===== src/hdl/dsa_pkg.sv =====
// Shared types, codes and constants of the decimal string adder.
`default_nettype none
package dsa_pkg;

  localparam int unsigned CAP_W   = 9;
  localparam int unsigned LEN_W   = 9;
  localparam int unsigned CHAR_W  = 8;
  localparam int unsigned DIGIT_W = 4;

  typedef logic [1:0]        op_t;
  typedef logic [1:0]        status_t;
  typedef logic [CAP_W-1:0]  cap_t;
  typedef logic [CHAR_W-1:0] char_t;

  localparam op_t OP_FIRST  = 2'd0;
  localparam op_t OP_SECOND = 2'd1;
  localparam op_t OP_READ   = 2'd2;
  localparam op_t OP_NONE   = 2'd3;

  localparam status_t ST_OK       = 2'd0;
  localparam status_t ST_INVALID  = 2'd1;
  localparam status_t ST_TOO_LONG = 2'd2;
  localparam status_t ST_NO_SUM   = 2'd3;

  localparam cap_t  CAP_RESET  = 9'd258;
  localparam char_t CHAR_ZERO  = 8'h30;
  localparam char_t CHAR_NINE  = 8'h39;
  localparam logic [4:0] RADIX = 5'd10;

endpackage
`default_nettype wire


===== src/hdl/dsa_req_if.sv =====
// Request channel carrying operand characters and read requests.
`default_nettype none
interface dsa_req_if import dsa_pkg::*; ();
  logic  valid;
  logic  ready;
  op_t   op;
  char_t char_code;
  logic  last;

  modport source (output valid, op, char_code, last, input ready);
  modport sink (input valid, op, char_code, last, output ready);
endinterface
`default_nettype wire


===== src/hdl/dsa_rsp_if.sv =====
// Response channel carrying completion status and sum digits.
`default_nettype none
interface dsa_rsp_if import dsa_pkg::*; ();
  logic                valid;
  logic                ready;
  status_t             status;
  logic [LEN_W-1:0]    result_length;
  char_t               digit_char;
  logic                final_digit;

  modport source (output valid, status, result_length, digit_char, final_digit, input ready);
  modport sink (input valid, status, result_length, digit_char, final_digit, output ready);
endinterface
`default_nettype wire


===== src/hdl/dsa_cfg_if.sv =====
// Configuration write channel for the result capacity register.
`default_nettype none
interface dsa_cfg_if import dsa_pkg::*; ();
  logic valid;
  logic ready;
  cap_t result_capacity;

  modport source (output valid, result_capacity, input ready);
  modport sink (input valid, result_capacity, output ready);
endinterface
`default_nettype wire


===== src/hdl/dsa_ram.sv =====
// Generic simple dual-port RAM with one write port and a registered read port.
`default_nettype none
module dsa_ram #(
  parameter int unsigned WIDTH = 4,
  parameter int unsigned DEPTH = 256
) (
  input  wire logic                     clk_i,
  input  wire logic                     we_i,
  input  wire logic [$clog2(DEPTH)-1:0] waddr_i,
  input  wire logic [WIDTH-1:0]         wdata_i,
  input  wire logic                     re_i,
  input  wire logic [$clog2(DEPTH)-1:0] raddr_i,
  output logic      [WIDTH-1:0]         rdata_o
);

  logic [WIDTH-1:0] mem_q [DEPTH];
  logic [WIDTH-1:0] rdata_q;

  always_ff @(posedge clk_i) begin
    if (we_i) begin
      mem_q[waddr_i] <= wdata_i;
    end
    if (re_i) begin
      rdata_q <= mem_q[raddr_i];
    end
  end

  assign rdata_o = rdata_q;

endmodule
`default_nettype wire


===== src/hdl/decimal_string_adder.sv =====
// Top level of the decimal string adder: operand stores, carry walk and read-out.
//
// Usage: requests on req_i carry op, char_code and last. Characters of the
// first and second operand arrive most significant first, one per cycle
// while req_i.ready is high. The request with last set on the second
// operand starts the addition and yields one response with a status and
// the sum length. Read requests each yield one response with the next sum
// digit, most significant first. cfg_i writes the result capacity; it is
// always ready. A character load gives no response. A read's digit comes
// from the registered read port of the sum memory. During a completion
// the carry walk reads one digit pair from the operand memories per cycle
// and writes one sum digit. Responses sit in an output register, so a
// request can be taken while a response still waits; when the receiver
// stalls with a second response pending, req_i.ready stays low until the
// register drains. Reset clears the operand lengths and flags, the sum
// length and the sum-ready state and sets the capacity to 258. The digit
// memories are not cleared; only written entries ever reach a result.
`default_nettype none
module decimal_string_adder import dsa_pkg::*; #(
  parameter int unsigned MAX_DIGITS = 256
) (
  input  wire logic  clk_i,
  input  wire logic  rst_ni,
  dsa_req_if.sink    req_i,
  dsa_rsp_if.source  rsp_o,
  dsa_cfg_if.sink    cfg_i
);

  localparam int unsigned AW   = $clog2(MAX_DIGITS);
  localparam int unsigned SAW  = $clog2(MAX_DIGITS + 1);
  localparam int unsigned LW   = $clog2(MAX_DIGITS + 2);
  localparam int unsigned CMPW = (LW > CAP_W) ? LW : CAP_W;
  localparam logic [LW-1:0] MAX_LEN = LW'(MAX_DIGITS);

  localparam logic [2:0] S_IDLE  = 3'd0;
  localparam logic [2:0] S_RD    = 3'd1;
  localparam logic [2:0] S_CHECK = 3'd2;
  localparam logic [2:0] S_WALK  = 3'd3;
  localparam logic [2:0] S_FLUSH = 3'd4;
  localparam logic [2:0] S_DONE  = 3'd5;

  logic [2:0]         state_q, state_d;
  cap_t               cap_q, cap_d;
  logic [LW-1:0]      len1_q, len1_d, len2_q, len2_d;
  logic               inv1_q, inv1_d, lz1_q, lz1_d, inv2_q, inv2_d, lz2_q, lz2_d;
  logic               closed1_q, closed1_d;
  logic [LW-1:0]      sum_len_q, sum_len_d, rp_q, rp_d;
  logic               sum_ready_q, sum_ready_d;
  logic [LW-1:0]      mx_q, mx_d, iss_q, iss_d;
  logic               carry_q, carry_d;
  logic               pv_q, pv_d, av_q, av_d, bv_q, bv_d;
  logic [SAW-1:0]     wk_q, wk_d;
  logic               rd_ok_q, rd_ok_d, rd_fin_q, rd_fin_d;
  status_t            res_status_q, res_status_d;
  logic [LEN_W-1:0]   res_len_q, res_len_d;
  logic               out_valid_q, out_valid_d;
  status_t            out_status_q, out_status_d;
  logic [LEN_W-1:0]   out_len_q, out_len_d;
  char_t              out_char_q, out_char_d;
  logic               out_final_q, out_final_d;

  logic               accept, out_free, sel2, is_dig;
  logic [LW-1:0]      cur_len, new_len, mx_c, cnt;
  logic               cur_inv, cur_lz, new_inv, new_lz;
  logic [DIGIT_W-1:0] dig;
  logic               op_we1, op_we2, op_re;
  logic [AW-1:0]      op_waddr, raddr1, raddr2;
  logic [DIGIT_W-1:0] rd1, rd2, add_a, add_b, sum_dig;
  logic [4:0]         add_s;
  logic               add_ge;
  logic               sum_we, sum_re;
  logic [SAW-1:0]     sum_waddr, sum_raddr;
  logic [DIGIT_W-1:0] sum_wdata, sum_rdata;

  assign accept   = req_i.valid && req_i.ready;
  assign out_free = !out_valid_q || rsp_o.ready;
  assign req_i.ready = (state_q == S_IDLE);
  assign cfg_i.ready = 1'b1;

  assign sel2    = (req_i.op == OP_SECOND);
  assign cur_len = sel2 ? len2_q : (closed1_q ? '0 : len1_q);
  assign cur_inv = sel2 ? inv2_q : (!closed1_q && inv1_q);
  assign cur_lz  = sel2 ? lz2_q : (!closed1_q && lz1_q);
  assign is_dig  = (req_i.char_code >= CHAR_ZERO) && (req_i.char_code <= CHAR_NINE);
  assign dig     = is_dig ? DIGIT_W'(req_i.char_code - CHAR_ZERO) : '0;
  assign new_inv = cur_inv || !is_dig || (cur_len != '0 && dig != '0 && cur_lz);
  assign new_lz  = cur_lz || (is_dig && cur_len == '0 && dig == '0);
  assign new_len = (cur_len <= MAX_LEN) ? cur_len + 1'b1 : cur_len;
  assign op_waddr = AW'(cur_len);
  assign op_we1  = accept && req_i.op == OP_FIRST && cur_len < MAX_LEN;
  assign op_we2  = accept && sel2 && cur_len < MAX_LEN;

  assign mx_c   = (len1_q > len2_q) ? len1_q : len2_q;
  assign op_re  = (state_q == S_WALK) && (iss_q != mx_q);
  assign raddr1 = AW'(len1_q - 1'b1 - iss_q);
  assign raddr2 = AW'(len2_q - 1'b1 - iss_q);

  assign add_a   = av_q ? rd1 : '0;
  assign add_b   = bv_q ? rd2 : '0;
  assign add_s   = 5'(add_a) + 5'(add_b) + 5'(carry_q);
  assign add_ge  = add_s >= RADIX;
  assign sum_dig = add_ge ? DIGIT_W'(add_s - RADIX) : DIGIT_W'(add_s);
  assign cnt     = mx_q + LW'(carry_q);

  assign sum_we    = pv_q || (state_q == S_FLUSH && carry_q);
  assign sum_waddr = pv_q ? wk_q : SAW'(mx_q);
  assign sum_wdata = pv_q ? sum_dig : DIGIT_W'(1);
  assign sum_re    = accept && req_i.op == OP_READ;
  assign sum_raddr = SAW'(sum_len_q - 1'b1 - rp_q);

  dsa_ram #(.WIDTH(DIGIT_W), .DEPTH(MAX_DIGITS)) u_first_ram (
    .clk_i, .we_i(op_we1), .waddr_i(op_waddr), .wdata_i(dig),
    .re_i(op_re), .raddr_i(raddr1), .rdata_o(rd1)
  );

  dsa_ram #(.WIDTH(DIGIT_W), .DEPTH(MAX_DIGITS)) u_second_ram (
    .clk_i, .we_i(op_we2), .waddr_i(op_waddr), .wdata_i(dig),
    .re_i(op_re), .raddr_i(raddr2), .rdata_o(rd2)
  );

  dsa_ram #(.WIDTH(DIGIT_W), .DEPTH(MAX_DIGITS + 1)) u_sum_ram (
    .clk_i, .we_i(sum_we), .waddr_i(sum_waddr), .wdata_i(sum_wdata),
    .re_i(sum_re), .raddr_i(sum_raddr), .rdata_o(sum_rdata)
  );

  always_comb begin
    state_d      = state_q;
    cap_d        = cap_q;
    len1_d       = len1_q;
    len2_d       = len2_q;
    inv1_d       = inv1_q;
    lz1_d        = lz1_q;
    inv2_d       = inv2_q;
    lz2_d        = lz2_q;
    closed1_d    = closed1_q;
    sum_len_d    = sum_len_q;
    rp_d         = rp_q;
    sum_ready_d  = sum_ready_q;
    mx_d         = mx_q;
    iss_d        = iss_q;
    carry_d      = carry_q;
    pv_d         = 1'b0;
    av_d         = av_q;
    bv_d         = bv_q;
    wk_d         = wk_q;
    rd_ok_d      = rd_ok_q;
    rd_fin_d     = rd_fin_q;
    res_status_d = res_status_q;
    res_len_d    = res_len_q;
    out_valid_d  = out_valid_q && !rsp_o.ready;
    out_status_d = out_status_q;
    out_len_d    = out_len_q;
    out_char_d   = out_char_q;
    out_final_d  = out_final_q;

    if (cfg_i.valid && cfg_i.ready) begin
      cap_d = cfg_i.result_capacity;
    end

    if (pv_q) begin
      carry_d = add_ge;
    end

    unique case (state_q)
      S_IDLE: begin
        if (accept) begin
          unique case (req_i.op)
            OP_FIRST: begin
              len1_d    = new_len;
              inv1_d    = new_inv;
              lz1_d     = new_lz;
              closed1_d = req_i.last;
            end
            OP_SECOND: begin
              len2_d = new_len;
              inv2_d = new_inv;
              lz2_d  = new_lz;
              if (req_i.last) begin
                sum_ready_d = 1'b0;
                state_d     = S_CHECK;
              end
            end
            OP_READ: begin
              rd_ok_d  = sum_ready_q && (rp_q < sum_len_q);
              rd_fin_d = (rp_q + 1'b1 == sum_len_q);
              if (sum_ready_q && (rp_q < sum_len_q)) begin
                rp_d = rp_q + 1'b1;
              end
              state_d = S_RD;
            end
            default: begin
            end
          endcase
        end
      end
      S_RD: begin
        if (out_free) begin
          out_valid_d  = 1'b1;
          out_status_d = rd_ok_q ? ST_OK : ST_NO_SUM;
          out_len_d    = '0;
          out_char_d   = rd_ok_q ? CHAR_ZERO + char_t'(sum_rdata) : '0;
          out_final_d  = rd_ok_q && rd_fin_q;
          state_d      = S_IDLE;
        end
      end
      S_CHECK: begin
        res_len_d = '0;
        if (len1_q == '0 || len2_q == '0 || inv1_q || inv2_q) begin
          res_status_d = ST_INVALID;
          state_d      = S_DONE;
        end else if (mx_c > MAX_LEN || CMPW'(mx_c) >= CMPW'(cap_q)) begin
          res_status_d = ST_TOO_LONG;
          state_d      = S_DONE;
        end else begin
          mx_d    = mx_c;
          iss_d   = '0;
          carry_d = 1'b0;
          state_d = S_WALK;
        end
      end
      S_WALK: begin
        if (iss_q != mx_q) begin
          pv_d  = 1'b1;
          av_d  = iss_q < len1_q;
          bv_d  = iss_q < len2_q;
          wk_d  = SAW'(iss_q);
          iss_d = iss_q + 1'b1;
        end else begin
          state_d = S_FLUSH;
        end
      end
      S_FLUSH: begin
        if (CMPW'(cnt) >= CMPW'(cap_q)) begin
          res_status_d = ST_TOO_LONG;
          res_len_d    = '0;
        end else begin
          res_status_d = ST_OK;
          res_len_d    = LEN_W'(cnt);
          sum_len_d    = cnt;
          rp_d         = '0;
          sum_ready_d  = 1'b1;
        end
        state_d = S_DONE;
      end
      S_DONE: begin
        len1_d    = '0;
        len2_d    = '0;
        inv1_d    = 1'b0;
        lz1_d     = 1'b0;
        inv2_d    = 1'b0;
        lz2_d     = 1'b0;
        closed1_d = 1'b0;
        if (out_free) begin
          out_valid_d  = 1'b1;
          out_status_d = res_status_q;
          out_len_d    = res_len_q;
          out_char_d   = '0;
          out_final_d  = 1'b0;
          state_d      = S_IDLE;
        end
      end
      default: begin
        state_d = S_IDLE;
      end
    endcase
  end

  always_ff @(posedge clk_i or negedge rst_ni) begin
    if (!rst_ni) begin
      state_q     <= S_IDLE;
      cap_q       <= CAP_RESET;
      len1_q      <= '0;
      len2_q      <= '0;
      inv1_q      <= 1'b0;
      lz1_q       <= 1'b0;
      inv2_q      <= 1'b0;
      lz2_q       <= 1'b0;
      closed1_q   <= 1'b0;
      sum_len_q   <= '0;
      rp_q        <= '0;
      sum_ready_q <= 1'b0;
      mx_q        <= '0;
      iss_q       <= '0;
      carry_q     <= 1'b0;
      pv_q        <= 1'b0;
      out_valid_q <= 1'b0;
    end else begin
      state_q     <= state_d;
      cap_q       <= cap_d;
      len1_q      <= len1_d;
      len2_q      <= len2_d;
      inv1_q      <= inv1_d;
      lz1_q       <= lz1_d;
      inv2_q      <= inv2_d;
      lz2_q       <= lz2_d;
      closed1_q   <= closed1_d;
      sum_len_q   <= sum_len_d;
      rp_q        <= rp_d;
      sum_ready_q <= sum_ready_d;
      mx_q        <= mx_d;
      iss_q       <= iss_d;
      carry_q     <= carry_d;
      pv_q        <= pv_d;
      out_valid_q <= out_valid_d;
    end
  end

  always_ff @(posedge clk_i) begin
    av_q         <= av_d;
    bv_q         <= bv_d;
    wk_q         <= wk_d;
    rd_ok_q      <= rd_ok_d;
    rd_fin_q     <= rd_fin_d;
    res_status_q <= res_status_d;
    res_len_q    <= res_len_d;
    out_status_q <= out_status_d;
    out_len_q    <= out_len_d;
    out_char_q   <= out_char_d;
    out_final_q  <= out_final_d;
  end

  assign rsp_o.valid         = out_valid_q;
  assign rsp_o.status        = out_status_q;
  assign rsp_o.result_length = out_len_q;
  assign rsp_o.digit_char    = out_char_q;
  assign rsp_o.final_digit   = out_final_q;

`ifndef SYNTHESIS
  a_rp_bound: assert property (@(posedge clk_i) disable iff (!rst_ni)
    rp_q <= sum_len_q)
    else $error("read pointer ran past the sum length");

  a_sum_nonempty: assert property (@(posedge clk_i) disable iff (!rst_ni)
    sum_ready_q |-> sum_len_q != '0)
    else $error("sum marked ready with no digits");

  a_walk_bound: assert property (@(posedge clk_i) disable iff (!rst_ni)
    (state_q == S_WALK) |-> (iss_q <= mx_q && mx_q <= MAX_LEN))
    else $error("carry walk index out of range");

  a_new_sum_rp: assert property (@(posedge clk_i) disable iff (!rst_ni)
    $rose(sum_ready_q) |-> rp_q == '0)
    else $error("new sum did not restart the read pointer");

  a_walk_no_req: assert property (@(posedge clk_i) disable iff (!rst_ni)
    pv_q |-> !req_i.ready)
    else $error("request taken during the carry walk");
`endif

endmodule
`default_nettype wire

===== src/flat_wrapper.sv =====
// flat-port wrapper written by rule: the top's interface ports become plain ports
module decimal_string_adder_flat import dsa_pkg::*;
#(
  parameter int unsigned MAX_DIGITS = 256
)
  (clk_i, rst_ni, req_i_valid, req_i_op, req_i_char_code, req_i_last, req_i_ready, rsp_o_valid, rsp_o_status, rsp_o_result_length, rsp_o_digit_char, rsp_o_final_digit, rsp_o_ready, cfg_i_valid, cfg_i_result_capacity, cfg_i_ready);
  dsa_req_if req_i_i ();
  dsa_rsp_if rsp_o_i ();
  dsa_cfg_if cfg_i_i ();
  input  wire logic clk_i;
  input  wire logic rst_ni;
  input wire logic [$bits(req_i_i.valid)-1:0] req_i_valid;
  input wire logic [$bits(req_i_i.op)-1:0] req_i_op;
  input wire logic [$bits(req_i_i.char_code)-1:0] req_i_char_code;
  input wire logic [$bits(req_i_i.last)-1:0] req_i_last;
  output wire logic [$bits(req_i_i.ready)-1:0] req_i_ready;
  output wire logic [$bits(rsp_o_i.valid)-1:0] rsp_o_valid;
  output wire logic [$bits(rsp_o_i.status)-1:0] rsp_o_status;
  output wire logic [$bits(rsp_o_i.result_length)-1:0] rsp_o_result_length;
  output wire logic [$bits(rsp_o_i.digit_char)-1:0] rsp_o_digit_char;
  output wire logic [$bits(rsp_o_i.final_digit)-1:0] rsp_o_final_digit;
  input wire logic [$bits(rsp_o_i.ready)-1:0] rsp_o_ready;
  input wire logic [$bits(cfg_i_i.valid)-1:0] cfg_i_valid;
  input wire logic [$bits(cfg_i_i.result_capacity)-1:0] cfg_i_result_capacity;
  output wire logic [$bits(cfg_i_i.ready)-1:0] cfg_i_ready;
  assign req_i_i.valid = req_i_valid;
  assign req_i_i.op = req_i_op;
  assign req_i_i.char_code = req_i_char_code;
  assign req_i_i.last = req_i_last;
  assign req_i_ready = req_i_i.ready;
  assign rsp_o_valid = rsp_o_i.valid;
  assign rsp_o_status = rsp_o_i.status;
  assign rsp_o_result_length = rsp_o_i.result_length;
  assign rsp_o_digit_char = rsp_o_i.digit_char;
  assign rsp_o_final_digit = rsp_o_i.final_digit;
  assign rsp_o_i.ready = rsp_o_ready;
  assign cfg_i_i.valid = cfg_i_valid;
  assign cfg_i_i.result_capacity = cfg_i_result_capacity;
  assign cfg_i_ready = cfg_i_i.ready;
  decimal_string_adder #(.MAX_DIGITS(MAX_DIGITS)) u_core (.clk_i(clk_i), .rst_ni(rst_ni), .req_i(req_i_i), .rsp_o(rsp_o_i), .cfg_i(cfg_i_i));
endmodule

===== config.mk =====
export PLATFORM = sky130hd
export DESIGN_NAME = decimal_string_adder_flat
export DESIGN_NICKNAME = d
export VERILOG_FILES = /design/src/hdl/dsa_pkg.sv /design/src/hdl/dsa_req_if.sv /design/src/hdl/dsa_rsp_if.sv /design/src/hdl/dsa_cfg_if.sv /design/src/hdl/dsa_ram.sv /design/src/hdl/decimal_string_adder.sv /design/src/flat_wrapper.sv
export SDC_FILE = /design/constraint.sdc
export NUM_CORES = 2
export LEC_CHECK = 0
export BUFFER_PORTS_ARGS = -buffer_cell sky130_fd_sc_hd__buf_2
export CAP_MARGIN = 20
export CORE_ASPECT_RATIO = 1.75
export CORE_MARGIN = 8
export CORE_UTILIZATION = 55
export CTS_CLUSTER_DIAMETER = 150
export DETAILED_ROUTE_END_ITERATION = 10
export GPL_TIMING_DRIVEN = 0
export PLACE_DENSITY = 0.79
export SYNTH_ARGS = -nofsm -noshare
export SYNTH_HDL_FRONTEND = slang
export SYNTH_SLANG_ARGS = --single-unit

===== constraint.sdc =====
create_clock -name clk_i -period 9.1 [get_ports clk_i]
set_input_delay 1.82 -clock clk_i [delete_from_list [all_inputs] [get_ports clk_i]]
set_output_delay 1.82 -clock clk_i [all_outputs]
set_load 0.02 [all_outputs]

==> impl_metrics.toml <==
[worst_setup_path]
reg2reg_depth = 12
crit_type = "flip-flop to flip-flop"
r2r_slack_ns = 2.68
reg2reg_to = "u_core.u_second_ram.rdata_o[1]"
r2r_start = "u_core.iss_q[0]"
cp.required_ns = 9.62
arrival_ns = 6.94
critPathMaxFanout = 10
start_kind = "flip-flop"
crit_path_end_kind = "flip-flop"

[detailed_routing]
drt-initial-drc-count = 10970
detail_route.vias_per_cell = 6.84
vias = 71888
wire_per_inst_um = 36.1
drc = 0
first_pass_iters = 9
wl_um = 379000
final_antenna_net_count = 0

[synthesis]
synth-main-ff-cell = "edfxtp_1"
synth.distinct_cells = 66
synth_top_family_by_area = "multiplexers"
syn-cell-area_um2 = 130000
ys_seq_area_share_pct = 74.0
synth_top_area_share_pct = 72.5
synth_edf_count = 3129
ys_ff_latch = 3204
synth_mux_area_share_pct = 16.1
synth_area_leader_cell = "edfxtp_1"
synth_area_leaders = "edfxtp_1 (73%), mux4_2 (15%), nor2_1 (2.6%), dfrtp_1 (1.4%), nand2_1 (1.1%)"
synth-compound-area-share_pct = 2.03
syn-instance-count = 6779
yosys.area_share.simple_pct = 4.85
synth-adder-area-share_pct = 0.927
syn_avg_cell_area_um2 = 19.1
synth-xor-area-share_pct = 0.458
async_reset_ff_share_pct = 2.34
yosysWarnings = 0

[power]
power.leakage_nw = 40.4
p_per_area_nw_per_um2 = 334
ir_worst_vdd_mv = 0.255

[cts]
cts_root_buf = "clkbuf_16"
clk_latency_ns = 0.88
clkSlewWorstSetupHoldPaths_ns = 0.07
cts_setup_buffers = 0
cts_tree = "done"
clkSinkCount = 3204
holdBufCountCts = 0
cts_buffers = 271
cts_resized = 0
cts_max_level = 5
cts_max_path_buffers = 4

[sta]
fin_crit_sh_pct = 70.5
setup_viol = 0
finalHoldViolCount = 0
period_needed_ns = 6.42
worstMarginPinSlew_ns = 1.40
clock-skew-final_ns = 0.0685
fmax_mhz = 156
holdWs_ns = 0.530
drv_slew = 0
max_slew_margin_pct = 6.98
rsz0062_at_grt = "false"

[placement]
numPortBuffers = 43
gp_congestion = 0.989
dp_hpwl_um = 251000
dp.cells = 10000

[finish]
drive_gt1_share_pct = 20.9
ff_latch_area_um2 = 95800
multi_input_area_um2 = 31700
area_growth_pct = 11.3
stdcell_count = 10506
nFillCells = 15311
final_nets = 7308
fin_util_pct = 61.3

[global_routing]
first_global_vias = 73688
grt_pass1_wl_um = 531000
grt_overflow_total = 0
grt_usage_pct = 29.6
grt_max_degree = 109
antenna_found_initial = 13

[die]
core-area_um2 = 235000
num_rows = 236
start_util_pct = 55.1
die_w_um = 383
ioPinCount = 48
fp.dieArea_um2 = 252000
die_h_um = 658

[outcome]
status = "completed"

[min_path]
hp-start = "u_core.lz2_q"
hold-path-endpoint = "u_core.lz2_q"
whs_path_depth = 2
hold_path_class = "flip-flop to flip-flop"

[flow_run]
maxCapViolCount = 0
[through the flow]
| stage | worst slack [ns] | setup TNS (ns) | cell area [µm²] | total power [mW] |
|---|---|---|---|---|
| final | 2.68 | 0 | 144000 | 48.2 |
| after global routing | 2.65 | 0 | 144000 | 48.9 |
| after CTS | 2.75 | 0 | 144000 | 47.5 |
| after detailed placement | 2.49 | 0 | 135000 | 35.8 |
| after global placement | -6.81 | -3964.77 | 134000 | 35.3 |
| after floorplan | -0.621 | -159.68 | 130000 | 28.5 |
[layout by cell type (no fill, tap or decap), types with 60 or more instances in the layout]
cell,netlist,final
a21oi_1,129,129
buf_1,61,60
buf_2,89,132
clkbuf_1,235,291
clkbuf_16,0,281
dfrtp_1,73,73
edfxtp_1,3129,3129
ha_1,88,88
inv_1,88,88
mux2i_1,90,90
mux4_2,888,888
nand2_1,384,384
nand3_1,74,74
nor2_1,883,883
o21ai_0,68,68
[per-layer routing]
layer,wire (µm),up-vias,track usage (%)
met5,82,-,0
met4,42000,8,25.6
met3,41400,1694,6.90
met2,187000,6164,49.6
met1,109000,36152,31.4
li1,-,27870,-
[flip-flops by register name, summed over array words and instances, names as in the netlist, 3 cells and up]
name / cells
u_core.mx_q: 9
u_core.state_q: 3
u_core.len1_q: 9
u_core.cap_q: 9
u_core.rsp_o.result_length: 9
u_core.len2_q: 9
u_core.u_sum_ram.rdata_o: 4
u_core.iss_q: 9
u_core.u_second_ram.mem_q: 1024
u_core.res_len_q: 9
u_core.u_second_ram.rdata_o: 4
u_core.u_first_ram.mem_q: 1024
u_core.rp_q: 9
u_core.u_sum_ram.mem_q: 1028
u_core.rsp_o.digit_char: 5
u_core.u_first_ram.rdata_o: 4
u_core.sum_len_q: 9
u_core.wk_q: 9
[final cells by class]
type / instances / share of cell area, %
Sequential cell: 3204 / 66.4
Multi-Input combinational cell: 3079 / 22.0
Clock buffer: 341 / 5.04
Tap cell: 3094 / 2.68
Timing Repair Buffer: 137 / 1.39
Buffer: 409 / 1.23
Clock inverter: 146 / 0.978
Inverter: 88 / 0.229
Antenna cell: 8 / 0.0139
[where the power goes]
group          total (mW)  internal (mW)  switching (mW)
clock network        11.7           6.38            5.34
registers            16.5           16.4           0.127
logic                20.0           7.07            12.9
[synth_stat cells (all sizes together) (50+ instances only)]
library cell	count
a211oi	50
a21oi	129
buf	174
clkbuf	235
dfrtp	73
edfxtp	3129
ha	88
inv	88
mux2i	90
mux4	888
nand2	384
nand3	74
nor2	883
o21ai	69
[cells by family after synthesis]
| group | Yosys count |
|---|---|
| flops | 3204 |
| simple gates | 1528 |
| mux | 980 |
| buf+inv | 497 |
| compound gates | 409 |
| fa+ha+maj | 93 |
| xor+xnor | 66 |
| other cells | 2 |
[worst max-delay path by stage]
stage	start	endpoint	cells after the start
finish	u_core.iss_q[0]	u_core.u_second_ram.rdata_o[1]	12
global route	u_core.iss_q[0]	u_core.u_second_ram.rdata_o[1]	12
CTS	u_core.iss_q[0]	u_core.u_second_ram.rdata_o[1]	12
detailed placement	req_i_op[1]	u_core.u_first_ram.mem_q[131][3]	15
global placement	u_core.av_q	u_core.u_sum_ram.mem_q[80][3]	8
floorplan	u_core.av_q	u_core.u_sum_ram.mem_q[0][3]	8
[critical path: stages (launching register included)]
cell	delay, ns
dfrtp_1	0.50
inv_1	0.30
ha_1	0.26
inv_1	0.07
fa_1	0.61
clkbuf_1	0.61
clkbuf_1	0.73
clkbuf_1	0.83
mux4_2	0.44
mux4_2	0.56
mux4_2	0.52
mux2i_1	0.38
a21oi_1	0.23
Power figures use the tool's default switching activity.
